`config.mk`:
```
export PLATFORM = sky130hd
export DESIGN_NAME = frequency_stability_monitor_top
export DESIGN_NICKNAME = d
export VERILOG_FILES = /design/src/rtl/fsmon_pkg.sv /design/src/rtl/fsmon_div.sv /design/src/rtl/fsmon_mul.sv /design/src/rtl/frequency_stability_monitor_top.sv
export SDC_FILE = /design/constraint.sdc
export NUM_CORES = 1
export LEC_CHECK = 0
export BUFFER_PORTS_ARGS = -buffer_cell sky130_fd_sc_hd__buf_2
export CAP_MARGIN = 20
export CORE_UTILIZATION = 56
export DETAILED_ROUTE_END_ITERATION = 6
export HOLD_SLACK_MARGIN = 0.06
export PLACE_DENSITY_LB_ADDON = 0.15
export SKIP_LAST_GASP = 1
export SLEW_MARGIN = 25
export SYNTH_ARGS = -nofsm -noshare
export SYNTH_HDL_FRONTEND = slang
export SYNTH_SLANG_ARGS = --single-unit
```
`constraint.sdc`:
```
create_clock -name aclk -period 4.1 [get_ports aclk]
set_input_delay 0.41 -clock aclk [delete_from_list [all_inputs] [get_ports aclk]]
set_output_delay 0.41 -clock aclk [all_outputs]
set_load 0.02 [all_outputs]
```
`src/rtl/fsmon_pkg.sv`:
```
// Shared types and constants for the frequency stability monitor.
// Holds field widths, saturation limits, register indexes and the divider request type.
// No dependencies.
package fsmon_pkg;

    localparam int FREQ_BITS     = 22;
    localparam int ROC_BITS      = 24;
    localparam int CFG_BITS      = 8;
    localparam int SR_BITS       = 16;
    localparam int FREQ_DVD_BITS = 24;
    // |frequency difference| (22 bits) times the sample rate (16 bits)
    localparam int PROD_BITS     = FREQ_BITS + SR_BITS;
    localparam int ITER_BITS     = 6;
    localparam int MUL_CNT_BITS  = 5;
    localparam int MAG_BITS      = ROC_BITS - 1;

    localparam logic [FREQ_BITS-1:0] FREQ_MAX = {FREQ_BITS{1'b1}};
    localparam logic [MAG_BITS-1:0]  ROC_MAX  = {MAG_BITS{1'b1}};

    // Quotient bits produced for the frequency and for the rate of change
    localparam logic [ITER_BITS-1:0] FREQ_ITERS = ITER_BITS'(FREQ_DVD_BITS);
    localparam logic [ITER_BITS-1:0] ROC_ITERS  = ITER_BITS'(PROD_BITS);

    // Configuration register indexes
    localparam logic REG_FREQ_THR = 1'b0;
    localparam logic REG_ROC_THR  = 1'b1;

    localparam logic [CFG_BITS-1:0] FREQ_THR_RESET = 8'd50;
    localparam logic [CFG_BITS-1:0] ROC_THR_RESET  = 8'd15;

    typedef struct packed {
        logic                 start;
        logic [ITER_BITS-1:0] iters;
    } div_req_t;

endpackage

```
`src/rtl/fsmon_div.sv`:
```
// Bit-serial restoring divider: one quotient bit per clock cycle.
// Depends on fsmon_pkg for the operand widths and the request struct.
module fsmon_div
    import fsmon_pkg::*;
#(
    parameter int DIVISOR_BITS = 12
) (
    input  logic                    aclk,
    input  logic                    aresetn,
    input  div_req_t                req,
    input  logic [PROD_BITS-1:0]    dividend,
    input  logic [DIVISOR_BITS-1:0] divisor,
    output logic [PROD_BITS-1:0]    quotient,
    output logic                    done
);

    logic                    busy_reg, busy_next;
    logic                    done_reg, done_next;
    logic [ITER_BITS-1:0]    cnt_reg, cnt_next;
    logic [PROD_BITS-1:0]    dvd_reg, dvd_next;
    logic [PROD_BITS-1:0]    quo_reg, quo_next;
    logic [DIVISOR_BITS-1:0] rem_reg, rem_next;
    logic [DIVISOR_BITS-1:0] dsr_reg, dsr_next;
    logic [DIVISOR_BITS:0]   trial;
    logic [DIVISOR_BITS:0]   diff;
    logic                    fits;

    // The remainder always stays below the divisor, so it fits DIVISOR_BITS.
    assign trial = {rem_reg, dvd_reg[PROD_BITS-1]};
    assign fits  = trial >= {1'b0, dsr_reg};
    assign diff  = trial - {1'b0, dsr_reg};

    always_comb begin
        busy_next = busy_reg;
        done_next = 1'b0;
        cnt_next  = cnt_reg;
        dvd_next  = dvd_reg;
        quo_next  = quo_reg;
        rem_next  = rem_reg;
        dsr_next  = dsr_reg;
        if (req.start) begin
            busy_next = 1'b1;
            cnt_next  = req.iters;
            dvd_next  = dividend;
            quo_next  = '0;
            rem_next  = '0;
            dsr_next  = divisor;
        end else if (busy_reg) begin
            dvd_next = {dvd_reg[PROD_BITS-2:0], 1'b0};
            quo_next = {quo_reg[PROD_BITS-2:0], fits};
            rem_next = fits ? diff[DIVISOR_BITS-1:0] : trial[DIVISOR_BITS-1:0];
            cnt_next = cnt_reg - 1'b1;
            if (cnt_reg == ITER_BITS'(1)) begin
                busy_next = 1'b0;
                done_next = 1'b1;
            end
        end
    end

    always_ff @(posedge aclk) begin
        if (!aresetn) begin
            busy_reg <= 1'b0;
            done_reg <= 1'b0;
            cnt_reg  <= '0;
        end else begin
            busy_reg <= busy_next;
            done_reg <= done_next;
            cnt_reg  <= cnt_next;
        end
        dvd_reg <= dvd_next;
        quo_reg <= quo_next;
        rem_reg <= rem_next;
        dsr_reg <= dsr_next;
    end

    assign quotient = quo_reg;
    assign done     = done_reg;

endmodule

```
`src/rtl/fsmon_mul.sv`:
```
// Bit-serial shift-and-add multiplier: one multiplicand bit per clock cycle.
// Depends on fsmon_pkg for the operand and product widths.
module fsmon_mul
    import fsmon_pkg::*;
(
    input  logic                 aclk,
    input  logic                 aresetn,
    input  logic                 start,
    input  logic [FREQ_BITS-1:0] multiplicand,
    input  logic [SR_BITS-1:0]   multiplier,
    output logic [PROD_BITS-1:0] product,
    output logic                 done
);

    logic                    busy_reg, busy_next;
    logic                    done_reg, done_next;
    logic [MUL_CNT_BITS-1:0] cnt_reg, cnt_next;
    logic [FREQ_BITS-1:0]    a_reg, a_next;
    logic [SR_BITS-1:0]      b_reg, b_next;
    logic [PROD_BITS-1:0]    acc_reg, acc_next;

    // Multiplicand bits enter from the top, so the sum is shifted up each cycle.
    always_comb begin
        busy_next = busy_reg;
        done_next = 1'b0;
        cnt_next  = cnt_reg;
        a_next    = a_reg;
        b_next    = b_reg;
        acc_next  = acc_reg;
        if (start) begin
            busy_next = 1'b1;
            cnt_next  = MUL_CNT_BITS'(FREQ_BITS);
            a_next    = multiplicand;
            b_next    = multiplier;
            acc_next  = '0;
        end else if (busy_reg) begin
            acc_next = {acc_reg[PROD_BITS-2:0], 1'b0}
                     + (a_reg[FREQ_BITS-1] ? PROD_BITS'(b_reg) : '0);
            a_next   = {a_reg[FREQ_BITS-2:0], 1'b0};
            cnt_next = cnt_reg - 1'b1;
            if (cnt_reg == MUL_CNT_BITS'(1)) begin
                busy_next = 1'b0;
                done_next = 1'b1;
            end
        end
    end

    always_ff @(posedge aclk) begin
        if (!aresetn) begin
            busy_reg <= 1'b0;
            done_reg <= 1'b0;
            cnt_reg  <= '0;
        end else begin
            busy_reg <= busy_next;
            done_reg <= done_next;
            cnt_reg  <= cnt_next;
        end
        a_reg   <= a_next;
        b_reg   <= b_next;
        acc_reg <= acc_next;
    end

    assign product = acc_reg;
    assign done    = done_reg;

endmodule

```
`src/rtl/frequency_stability_monitor_top.sv`:
```
// Top level of the frequency stability monitor: sequencer, thresholds and output register.
// Depends on fsmon_pkg, fsmon_div and fsmon_mul.
//
//  Channel   Direction  Handshake         Carries
//  s_*       in         s_valid/s_ready   sample count of one mains period
//  m_*       out        m_valid/m_ready   frequency, rate of change, stable flag
//  cfg_*     in         cfg_we only       frequency and rate thresholds
//
// The time from acceptance to result is set by the serial divider, which produces one
// quotient bit a cycle and runs twice (24 bits for the frequency, 38 bits for the rate),
// and by the serial multiplier, which works through the 22 multiplicand bits.
// Reset is synchronous and active low; it restores the thresholds to 50 Hz and
// 15 Hz/s and clears the previous frequency, so the first result shows a large rate.
// A new count is taken only once the previous one has been worked through; a finished
// result may still sit in the output register, waiting on m_ready, while the next
// count is accepted and processed.
module frequency_stability_monitor_top
    import fsmon_pkg::*;
#(
    parameter int COUNT_BITS  = 12,
    parameter int SAMPLE_RATE = 16000
) (
    input  logic                  aclk,
    input  logic                  aresetn,
    input  logic                  s_valid,
    output logic                  s_ready,
    input  logic [COUNT_BITS-1:0] s_sample_count,
    output logic                  m_valid,
    input  logic                  m_ready,
    output logic [FREQ_BITS-1:0]  m_freq_q8,
    output logic signed [ROC_BITS-1:0] m_roc_q8,
    output logic                  m_stable,
    input  logic                  cfg_we,
    input  logic                  cfg_index,
    input  logic [CFG_BITS-1:0]   cfg_wdata
);

    localparam logic [SR_BITS-1:0]       SR_VAL        = SR_BITS'(SAMPLE_RATE);
    localparam logic [FREQ_DVD_BITS-1:0] FREQ_DIVIDEND = FREQ_DVD_BITS'(SAMPLE_RATE * 256);
    // The divider consumes its dividend from the top bit down.
    localparam logic [PROD_BITS-1:0]     FREQ_DVD_ALIGNED =
        {FREQ_DIVIDEND, {(PROD_BITS - FREQ_DVD_BITS){1'b0}}};

    localparam logic [2:0] ST_IDLE = 3'd0;
    localparam logic [2:0] ST_DIVF = 3'd1;
    localparam logic [2:0] ST_DIFF = 3'd2;
    localparam logic [2:0] ST_MUL  = 3'd3;
    localparam logic [2:0] ST_DIVR = 3'd4;
    localparam logic [2:0] ST_FIN  = 3'd5;

    logic [2:0]            state_reg, state_next;
    logic [CFG_BITS-1:0]   freq_thr_reg, roc_thr_reg;
    logic [COUNT_BITS-1:0] divisor_reg, divisor_next;
    logic [FREQ_BITS-1:0]  freq_reg, freq_next;
    logic [FREQ_BITS-1:0]  prev_freq_reg;
    logic [FREQ_BITS-1:0]  diff_mag_next;
    logic                  neg_reg, neg_next;
    logic [MAG_BITS-1:0]   roc_mag_reg, roc_mag_next;

    logic                  m_valid_reg, m_valid_next;
    logic [FREQ_BITS-1:0]  m_freq_reg;
    logic [ROC_BITS-1:0]   m_roc_reg;
    logic                  m_stable_reg;

    div_req_t              div_req;
    logic [PROD_BITS-1:0]  div_dividend;
    logic [COUNT_BITS-1:0] div_divisor;
    logic [PROD_BITS-1:0]  quotient;
    logic                  div_done;
    logic                  mul_start;
    logic [PROD_BITS-1:0]  product;
    logic                  mul_done;

    logic                  accept;
    logic                  out_load;
    logic [FREQ_BITS:0]    diff;
    logic [FREQ_BITS:0]    diff_neg;
    logic [CFG_BITS:0]     hi_hz;
    logic [FREQ_BITS-1:0]  hi_bound;
    logic [FREQ_BITS-1:0]  lo_bound;
    logic                  too_high, too_low, roc_bad;
    logic [ROC_BITS-1:0]   roc_signed;

    assign s_ready  = (state_reg == ST_IDLE);
    assign accept   = s_valid && s_ready;
    assign out_load = (state_reg == ST_FIN) && (!m_valid_reg || m_ready);

    // A count of zero is handled as one period of a single sample.
    assign divisor_next = (s_sample_count == '0) ? COUNT_BITS'(1) : s_sample_count;

    // The same divider serves both quotients; the frequency run starts on acceptance
    // and the rate run as soon as the product is ready. The frequency run takes the
    // divisor straight from the input, as the count register loads at the same edge.
    assign div_req.start = accept || ((state_reg == ST_MUL) && mul_done);
    assign div_req.iters = (state_reg == ST_IDLE) ? FREQ_ITERS : ROC_ITERS;
    assign div_dividend  = (state_reg == ST_IDLE) ? FREQ_DVD_ALIGNED : product;
    assign div_divisor   = (state_reg == ST_IDLE) ? divisor_next : divisor_reg;

    assign mul_start = (state_reg == ST_DIFF);

    fsmon_div #(
        .DIVISOR_BITS (COUNT_BITS)
    ) u_div (
        .aclk     (aclk),
        .aresetn  (aresetn),
        .req      (div_req),
        .dividend (div_dividend),
        .divisor  (div_divisor),
        .quotient (quotient),
        .done     (div_done)
    );

    // The multiplier captures the magnitude in the same cycle that it is formed.
    fsmon_mul u_mul (
        .aclk         (aclk),
        .aresetn      (aresetn),
        .start        (mul_start),
        .multiplicand (diff_mag_next),
        .multiplier   (SR_VAL),
        .product      (product),
        .done         (mul_done)
    );

    // The frequency quotient saturates should it spill past 22 bits, which only a
    // sample rate above 16383 Hz together with a very small count can cause.
    assign freq_next = (quotient[FREQ_DVD_BITS-1:FREQ_BITS] != '0) ? FREQ_MAX
                                                                   : quotient[FREQ_BITS-1:0];

    // Signed difference against the previous frequency, split into sign and magnitude.
    assign diff          = {1'b0, freq_reg} - {1'b0, prev_freq_reg};
    assign diff_neg      = -diff;
    assign neg_next      = diff[FREQ_BITS];
    assign diff_mag_next = neg_next ? diff_neg[FREQ_BITS-1:0] : diff[FREQ_BITS-1:0];

    // The scaled magnitude saturates at the largest positive rate; truncating the
    // magnitude gives truncation toward zero once the sign is put back.
    assign roc_mag_next = (quotient[PROD_BITS-1:MAG_BITS] != '0) ? ROC_MAX
                                                                 : quotient[MAG_BITS-1:0];

    assign roc_signed = neg_reg ? -{1'b0, roc_mag_reg} : {1'b0, roc_mag_reg};

    // The stable band is open: a frequency exactly one hertz off the nominal value
    // already counts as unstable. A zero nominal value leaves only the upper bound.
    assign hi_hz    = {1'b0, freq_thr_reg} + 1'b1;
    assign hi_bound = FREQ_BITS'({hi_hz, 8'h00});
    assign lo_bound = FREQ_BITS'({freq_thr_reg - 1'b1, 8'h00});
    assign too_high = freq_reg >= hi_bound;
    assign too_low  = (freq_thr_reg != '0) && (freq_reg <= lo_bound);
    // Rate beyond the threshold in either direction is judged on the magnitude.
    assign roc_bad  = roc_mag_reg > MAG_BITS'({roc_thr_reg, 8'h00});

    always_comb begin
        state_next = state_reg;
        case (state_reg)
            ST_IDLE: begin
                if (accept) begin
                    state_next = ST_DIVF;
                end
            end
            ST_DIVF: begin
                if (div_done) begin
                    state_next = ST_DIFF;
                end
            end
            ST_DIFF: begin
                state_next = ST_MUL;
            end
            ST_MUL: begin
                if (mul_done) begin
                    state_next = ST_DIVR;
                end
            end
            ST_DIVR: begin
                if (div_done) begin
                    state_next = ST_FIN;
                end
            end
            ST_FIN: begin
                if (out_load) begin
                    state_next = ST_IDLE;
                end
            end
            default: begin
                state_next = ST_IDLE;
            end
        endcase
    end

    always_comb begin
        m_valid_next = m_valid_reg;
        if (out_load) begin
            m_valid_next = 1'b1;
        end else if (m_ready) begin
            m_valid_next = 1'b0;
        end
    end

    always_ff @(posedge aclk) begin
        if (!aresetn) begin
            state_reg     <= ST_IDLE;
            freq_thr_reg  <= FREQ_THR_RESET;
            roc_thr_reg   <= ROC_THR_RESET;
            prev_freq_reg <= '0;
            m_valid_reg   <= 1'b0;
        end else begin
            state_reg   <= state_next;
            m_valid_reg <= m_valid_next;
            if (cfg_we) begin
                case (cfg_index)
                    REG_FREQ_THR: freq_thr_reg <= cfg_wdata;
                    REG_ROC_THR:  roc_thr_reg  <= cfg_wdata;
                    default:      freq_thr_reg <= freq_thr_reg;
                endcase
            end
            if (out_load) begin
                prev_freq_reg <= freq_reg;
            end
        end
    end

    always_ff @(posedge aclk) begin
        if (accept) begin
            divisor_reg <= divisor_next;
        end
        if ((state_reg == ST_DIVF) && div_done) begin
            freq_reg <= freq_next;
        end
        if (state_reg == ST_DIFF) begin
            neg_reg <= neg_next;
        end
        if ((state_reg == ST_DIVR) && div_done) begin
            roc_mag_reg <= roc_mag_next;
        end
        if (out_load) begin
            m_freq_reg   <= freq_reg;
            m_roc_reg    <= roc_signed;
            m_stable_reg <= !(too_high || too_low || roc_bad);
        end
    end

    assign m_valid   = m_valid_reg;
    assign m_freq_q8 = m_freq_reg;
    assign m_roc_q8  = m_roc_reg;
    assign m_stable  = m_stable_reg;

`ifndef SYNTHESIS
    // The divider only reports while the sequencer is waiting for one of its runs.
    assert property (@(posedge aclk) disable iff (!aresetn)
        div_done |-> (state_reg == ST_DIVF) || (state_reg == ST_DIVR))
        else $error("divider finished outside a divide state");

    // The multiplier only reports while the sequencer is waiting for it.
    assert property (@(posedge aclk) disable iff (!aresetn)
        mul_done |-> (state_reg == ST_MUL))
        else $error("multiplier finished outside the multiply state");

    // An accepted count always starts the frequency division.
    assert property (@(posedge aclk) disable iff (!aresetn)
        accept |=> (state_reg == ST_DIVF))
        else $error("accepted count did not start the frequency division");

    // A new result only appears from the final state of the sequence.
    assert property (@(posedge aclk) disable iff (!aresetn)
        $rose(m_valid_reg) |-> ($past(state_reg) == ST_FIN))
        else $error("result raised outside the final state");
`endif

endmodule
```
==> results of run 1 <==
final cells by class:
cell class / count / area [um^2] / share of cell area (%)
Inverter: 74 / 278 / 1.56
Sequential cell: 308 / 7870 / 44.3
Tap cell: 378 / 473 / 2.66
Clock inverter: 7 / 45.0 / 0.254
Multi-Input combinational cell: 1133 / 7420 / 41.8
Timing Repair Buffer: 113 / 679 / 3.83
Clock buffer: 53 / 983 / 5.54
kinds of logic (layout without fill, tap and decap cells):
family | after synthesis | count (layout) | synth area share [%]
AND/OR/NAND/NOR | 571 | 571 | 17.1
multiplexers | 63 | 63 | 4.09
AO/OA/AOI/OAI | 319 | 319 | 13.3
adder cells (fa/ha/maj) | 75 | 75 | 6.07
flip-flops | 308 | 308 | 49.7
XOR/XNOR | 105 | 105 | 5.86
buffers and inverters | 165 | 247 | 3.96
metal layers:
layer,global-route usage [%],vias up,part of all wire (%)
met5,0,-,0
met4,5.95,0,2.1
met3,3.40,52,4.0
met2,38.2,227,47
met1,29.6,5305,47
li1,-,5810,-
power groups by stage:
stage | Combinational (mW) | Clock (mW) | Sequential, mW
finish | 1.21 | 2.83 | 3.90
global route | 1.38 | 3.02 | 3.95
CTS | 1.22 | 2.90 | 3.90
detailed placement | 1.20 | 0 | 3.96
global placement | 1.16 | 0 | 3.95
floorplan | 1.01 | 0 | 3.86
repair_timing:
item	CTS	global route
setup endpoints to repair	1	1
gates resized for setup	5	7
pin swaps	4	7
setup buffers	4	2
metrics by stage:
stage / area (um^2) / setup slack, ns / hold slack [ns]
after floorplan: 15800 / 0.0834 / 0.441
after global placement: 16600 / 0.0492 / 0.456
after detailed placement: 16600 / 0.0000360 / 0.460
after CTS: 17700 / 0.00494 / 0.0844
after global routing: 17800 / -0.0761 / 0.0856
final: 17800 / 0.0793 / 0.101
placed cells by master, fill, tap and decap left out, types with 12 or more instances in the layout:
cell type                   count
sky130_fd_sc_hd__a211oi_1      30
sky130_fd_sc_hd__a21boi_0      38
sky130_fd_sc_hd__a21o_1        17
sky130_fd_sc_hd__a21oi_1       49
sky130_fd_sc_hd__and2_1        13
sky130_fd_sc_hd__and3_1        12
sky130_fd_sc_hd__buf_2         74
sky130_fd_sc_hd__buf_4         37
sky130_fd_sc_hd__clkbuf_1      14
sky130_fd_sc_hd__clkbuf_16     35
sky130_fd_sc_hd__dfxtp_1      136
sky130_fd_sc_hd__edfxtp_1     170
sky130_fd_sc_hd__ha_1          72
sky130_fd_sc_hd__inv_1         70
sky130_fd_sc_hd__mux2_2        13
sky130_fd_sc_hd__mux2i_1       50
sky130_fd_sc_hd__nand2_1      215
sky130_fd_sc_hd__nand2b_1      18
sky130_fd_sc_hd__nand3_1       27
sky130_fd_sc_hd__nand4_1       17
sky130_fd_sc_hd__nor2_1       126
sky130_fd_sc_hd__nor2b_1       16
sky130_fd_sc_hd__nor3_1        27
sky130_fd_sc_hd__nor4_1        17
sky130_fd_sc_hd__o21a_1        18
sky130_fd_sc_hd__o21ai_0       88
sky130_fd_sc_hd__or2_2         25
sky130_fd_sc_hd__or3_1         33
sky130_fd_sc_hd__xnor2_1       62
sky130_fd_sc_hd__xor2_1        40
worst max path at each step:
stage	slack, ns	to	depth (start not counted)
after floorplan	0.08	u_mul.a_reg[21]	14
after global placement	0.05	u_mul.a_reg[21]	13
after detailed placement	0.00004	u_mul.a_reg[21]	13
after CTS	0.005	u_mul.a_reg[21]	13
after global routing	-0.08	u_mul.a_reg[21]	15
final	0.08	u_mul.a_reg[21]	15
==> results.md, run 1 <==
Synthesis:
- By area the synthesized netlist is led by sky130_fd_sc_hd__edfxtp_1 32%, sky130_fd_sc_hd__dfxtp_1 17%, sky130_fd_sc_hd__ha_1 5.7%.
- The net count after synthesis is 1707.
- Yosys mapped a number of flops with a built-in enable equal to 170.
- Counting flops and latches in the post-synthesis netlist gives 308.
- By instance count, the leading cell after synthesis is sky130_fd_sc_hd__nand2_1.
- The number of warning messages in the yosys log is 0.
- The post-synthesis cell count is 1606.
- The synthesized area is 0.0158 mm^2.
- Averaged over all synthesized cells, the footprint is 9.86 um^2.
- The share of the Yosys chip area taken by registers is 49.7%.
- Summed over all instances, the cell type with the most area after synthesis is sky130_fd_sc_hd__edfxtp_1.
- The share of the synthesized area in the top cell type is 32.3%.
- The dominant synthesized flop cell is sky130_fd_sc_hd__edfxtp_1.
- The commonest cells after synthesis are 215 x sky130_fd_sc_hd__nand2_1, 170 x sky130_fd_sc_hd__edfxtp_1, 138 x sky130_fd_sc_hd__dfxtp_1.
- The count of cell types in the netlist is 69.
- The share of synthesized registers carrying an async set or reset is 0%.

Routing:
- After detailed routing, the average wire length per cell comes to 15.3 um.
- The remaining number of nets flagged by the antenna check after routing is 0.
- After detailed routing, the number of remaining DRC violations is 0.
- The routed wire length is 31600 um.
- The count of routing violations after the opening detailed-route iteration is 693.
- The length of the first detailed-routing pass in iterations is 5.
- Using the TritonRoute via totals, the vias-per-cell ratio works out to 5.52.
- Summing over every cut layer, the via total after detailed routing is 11400.

Cells and area:
- The number of standard cells in the final layout excluding fillers is 2066.
- At the end of the flow the core is filled with cells to 63.9%.
- The repair_antennas step left the layout with diodes totalling 0.
- The flip-flop count of the largest register after layout is 38.
- After filler insertion, the fill cell instance count of the layout stands at 2333.
- Relative to the synthesized area, the layout overhead comes to 12.2%.
- The fraction of layout cells with a size suffix above 1 is 13.0%.
- The final net count is 1765.

Worst setup path:
- The maximum net fanout on the critical path is 3.
- The most numerous cell type found on the critical path is sky130_fd_sc_hd__inv_1.
- The cell with the largest stage delay on the worst path is sky130_fd_sc_hd__or4b_1.
- The kind of start point of the critical path is a flip-flop.
- The critical register-to-register path startpoint is freq_reg[0].
- STA classifies the critical path endpoint as a flip-flop.
- The delay contributed by the slowest stage of the critical path is 0.45 ns.
- In this run the critical register-to-register path is captured at u_mul.a_reg[21].
- The critical path buffer and inverter count is 4.
- The arrival time at the worst endpoint is 4.26 ns.
- In this run the worst setup path begins at freq_reg[0].
- Traced cell by cell, the critical path runs through inv_1, ha_1, inv_1, fa_2, a21o_1, a221o_1, buf_6, buf_4, xnor2_4, o2111ai_4, a2111oi_4, nor4b_2, nand4_1, o2111a_1, or4b_1.
- The number of cells on the worst reg-to-reg path is 15.
- Broken down by cell family, the worst path's largest delay share belongs to compound AO/OA/AOI/OAI gates.
- The kind of critical path is reg2reg.
- For flop-to-flop paths, the worst setup slack is 0.08 ns.
- For the worst setup path, the data required time is 4.33 ns.

STA:
- The maximum operating frequency is 249 MHz.
- The setup violation total in the final timing report is 0.
- The number of slew-limit violations in the final report is 0.
- The transition time at the pin with the least slew margin is 0.942 ns.
- Measured against its own limit, the worst slew margin works out to 37.2%.
- The post-route setup TNS is 0 ns.
- After layout, the worst path uses 98.1% of the clock period.
- The time the worst path needs with I/O delays and setup is 4.02 ns.
- The setup skew after layout is 0.0233 ns.
- Setup repair after global routing could not meet its margin everywhere.
- The final count of hold timing violations was 0.

Power and ir drop:
- The worst-case vdd ir drop is 344 uV.
- Per report_power, the clock group accounts for 35.6% of the total.
- The design draws 7.93 mW.
- The analysis attributes to net switching a power of 2.13 mW.
- For this design the static power due to leakage is 6.78 nW.
- Net switching is 26.8% of the power.
- Of the total power, registers draw 49.2%.
- The total power per unit cell area is 447 mW/mm^2.
- The internal power of the cells totals 5.81 mW.
- The proportion of power drawn by combinational gates is 15.2%.

Clocking:
- CTS placed an instance of sky130_fd_sc_hd__clkbuf_16 at the clock tree root.
- The clock slew at the register clock pins of the worst setup and hold paths is 0.06 ns.
- TritonCTS built the clock tree.
- Counting the buffers created by CTS gives 34.
- The clock latency at the later pin of the worst-skew pair is 0.52 ns.
- In this run the number of H-tree levels came out at 2.
- The number of hold buffers added after cts is 0.
- Counting along the longest clock path gives a buffer depth of 3.
- Counting every sink on the clock net gives 308.

Placed design:
- Detailed placement ended at an HPWL of 21600 um.
- The cell total after placement is 2000.
- Input and output buffers added on the ports amount to 74.
- The congestion estimate from routability-driven global placement came to 0.907.

Global routing:
- The number of global-route vias before repair is 10900.
- The number of antenna violations at the first check in global routing was 0.
- Global routing consumed, over all layers together, 22.4% of the routing resources.
- Entering global routing, the biggest net connects 69 pins.
- The first-pass GRT wire length is 52800 um.
- Summed over all layers, the global routing overflow is 0.

Worst hold path:
- The path class of the tightest hold or removal check is in2reg.
- The start point of the worst hold path is s_sample_count[8].
- Counting instances, the worst hold path has a depth of 1.
- For hold timing, the worst endpoint is divisor_reg[8].

Floorplanning:
- The floorplan step set the die height to 170 um.
- In this run the horizontal extent of the chip is 170 um.
- The effective utilization at floorplan is 57.0%.
- The floorplan has 61 rows.
- The die covers 0.0289 mm^2.
- The number of primary I/O pins is 75.
- The core region is 0.0278 mm^2.

Status:
- The flow ran to the end, and the final reports show no timing, DRC or antenna violations.

Flow run:
- The number of max-capacitance violations reported is 0.
(Power assumes the default switching activity.)
==> run 2, diff against run 1 <==
--- a/config.mk
+++ b/config.mk
@@ -11,6 +11,7 @@
 export DETAILED_ROUTE_END_ITERATION = 6
 export HOLD_SLACK_MARGIN = 0.06
 export PLACE_DENSITY_LB_ADDON = 0.15
+export RECOVER_POWER = 25
 export SKIP_LAST_GASP = 1
 export SLEW_MARGIN = 25
 export SYNTH_ARGS = -nofsm -noshare
==> run 2 against run 1 <==
- the run now ends with max-capacitance violations, max-slew violations left
- via count fell by 0.25%
- core utilization shrank 0.32 points
- clock skew down 0.0027 ns
- power barely moved
- global-route usage unchanged
- largest cell class unchanged
==> results.md, run 2 (synthesized netlist as in run 1, its figures left out) <==
Floorplanning:
- The vertical die dimension is 170 um.
- For this design the top-level I/O count stands at 75.
- The total area inside the core boundary comes to 0.0278 mm^2.
- The die width is 170 um.
- For this configuration, the core starts out at a cell density of 57.0%.
- The floorplan has 61 rows.
- The die covers 0.0289 mm^2.

Global routing:
- The all-layer global routing usage is 22.4%.
- After global routing the overflow that remains totals 0.
- The first global-routing pass estimated 52800 um of wire.
- The number of antenna violations at the first check in global routing is 0.
- Entering global routing, the biggest net connects 69 pins.
- The number of global-route vias before repair was 10900.

STA:
- The post-route setup TNS is 0 ns.
- The clock period could shrink to 4.02 ns.
- The number of slew-limit violations in the final report was 55.
- Setup repair after global routing could not meet its margin everywhere.
- The transition time at the pin with the least slew margin is 2.24 ns.
- Based on the critical path, the design can be clocked at up to 249 MHz.
- The setup violation total in the final timing report is 0.
- The final worst setup slack is 0.0843 ns.
- The final count of hold timing violations was 0.
- The setup skew after layout is 0.0206 ns.
- The share of the clock period used by the worst path after layout is 97.9%.
- The headroom to the max-slew limit is -49.5%.

Worst setup path:
- The signal on the critical path passes through inv_1, ha_1, inv_1, fa_2, a21o_1, a221o_1, buf_6, buf_4, xnor2_4, o2111ai_4, a2111oi_4, nor4b_2, nand4_1, o2111a_1, or4b_1.
- The slack of the worst reg-to-reg path is 0.08 ns.
- The critical path buffer and inverter count is 4.
- On the worst path, the slowest cell contributes a delay of 0.45 ns.
- Grouping stages by cell kind, the critical path spends the most delay in compound AO/OA/AOI/OAI gates.
- The slowest stage of the critical path belongs to the cell sky130_fd_sc_hd__or4b_1.
- Data arrives at the worst endpoint at 4.25 ns.
- The worst setup path is captured at a flip-flop.
- The most common cell type on the critical path is sky130_fd_sc_hd__inv_1.
- The setup path with the least slack is of type reg2reg.
- The endpoint required time on the critical path is 4.34 ns.
- The worst setup path is launched from a flip-flop.
- Of all nets on the critical path, the largest fanout is 3.

Clocking:
- The clock latency at the later pin of the worst-skew pair is 0.52 ns.
- The number of buffers on the longest clock path is 3.
- The number of hold buffers added after cts is 0.
- The CTS tree is yes.
- The H-tree was split into 2 levels.
- The number of buffers inserted during clock tree synthesis is 34.
- The clock slew at the register clock pins of the worst setup and hold paths is 0.06 ns.
- The number of clock sinks is 308.
- CTS placed an instance of sky130_fd_sc_hd__clkbuf_16 at the clock tree root.

Status:
- The checks that failed: max-capacitance violations, max-slew violations.
- The run finished, with violations left.

Routing:
- The routed layout has 11400 vias.
- The post-route DRC violation count is 0.
- Wires add up to 31700 um.
- Dividing the detail-routed wire length by the instance count gives 15.3 um.
- After detailed routing, the number of vias per cell comes to 5.50.
- In this run the remaining antenna-violating nets after routing total 0.
- For this run, the detailed router's first-pass iteration total came to 5.
- The first routing iteration left 690 violations.

Power and ir drop:
- The proportion of power drawn by combinational gates is 15.2%.
- The share of total power in sequential cells is 49.2%.
- Of the total power, the clock network draws 35.6%.
- The internal power of the cells totals 5.80 mW.
- The total power per unit cell area is 449 mW/mm^2.
- The analysis attributes to cell leakage a power of 6.61 nW.
- In this run the power spent charging and discharging nets is 2.13 mW.
- Net switching is 26.8% of the power.
- VDD sags by at most 343 uV.

Cells and area:
- Counting the fill cells in the layout gives 2350.
- Cells with a size suffix above 1 make up 9.30% of the layout.
- The register area is 0.00787 mm^2.
- In the final layout, the multi-input gates occupy 0.00742 mm^2.
- In the layout the commonest cells are 215 x sky130_fd_sc_hd__nand2_1, 170 x sky130_fd_sc_hd__edfxtp_1, 136 x sky130_fd_sc_hd__dfxtp_1.
- The number of antenna repair diodes is 0.
- The area growth from synthesis to layout is 11.6%.
- The flip-flop count of the largest register after layout is 38.
- The final net count is 1765.
- The most common cell after layout, fill and taps aside is sky130_fd_sc_hd__nand2_1.

Placed design:
- At the end of routability-driven placement, the weighted congestion stood at 0.907.
- The worst slack at placement is 0.0000360 ns.
- Detailed placement ended at an HPWL of 21600 um.
- The number of I/O port buffers is 74.

Flow run:
- Across the run, the number of max-cap violations was 1.

Worst hold path:
- In this run the worst hold path is classified as in2reg.
[run 2: changes by cell type in the layout (fill, tap and decap cells not counted), sizes merged]
cell    delta
buf       -62
clkbuf    +62
[run 2: through the flow]
step / instance area, um^2 / hold WS [ns] / power (mW) / utilization (%) / std cells
after floorplan: 15800 / 0.441 / 4.87 / - / 1606
after global placement: 16600 / 0.456 / 5.12 / 59.8 / 2000
after global routing: 17700 / 0.129 / 8.34 / 63.6 / 2066
after CTS: 17700 / 0.0844 / 8.01 / 63.7 / 2064
final: 17700 / 0.133 / 7.93 / 63.6 / 2066
after detailed placement: 16600 / 0.460 / 5.16 / 59.8 / 2000
[run 2: final cells by class]
class	instances	share of cell area, %
timing repair buffer	113	3.36
tap	378	2.68
clock inverter	7	0.255
clock buffer	53	5.57
sequential	308	44.6
multi-input combinational	1133	42.0
inverter	74	1.57
[run 2: worst paths after layout]
kind                startpoint           endpoint  cells after the start
min          s_sample_count[8]     divisor_reg[8]                      1
max                freq_reg[0]    u_mul.a_reg[21]                     15
max reg2reg        freq_reg[0]    u_mul.a_reg[21]                     15
min reg2reg  prev_freq_reg[21]  prev_freq_reg[21]                      2
[run 2: power groups by stage]
stage	sequential (mW)	clock (mW)	combinational [mW]
2_1_floorplan	3.86	0	1.01
3_3_place_gp	3.95	0	1.16
3_5_place_dp	3.96	0	1.20
4_1_cts	3.90	2.90	1.22
5_1_grt	3.95	3.02	1.38
6_report	3.90	2.83	1.21
[run 2: routing by layer]
| metal | share of wire, % | up-vias | global-route usage, % |
|---|---|---|---|
| met4 | 2.3 | 0 | 5.95 |
| li1 | - | 5799 | - |
| met1 | 47 | 5305 | 29.6 |
| met5 | 0 | - | 0 |
| met3 | 3.8 | 54 | 3.40 |
| met2 | 47 | 208 | 38.2 |
[run 2: repair_timing]
item / CTS / global route
resized for setup: 5 / 7
pin swaps: 4 / 7
hold endpoints to repair: 0 / 0
gates cloned: 0 / 0
buffers inserted: 4 / 2
setup endpoints to repair: 1 / 1
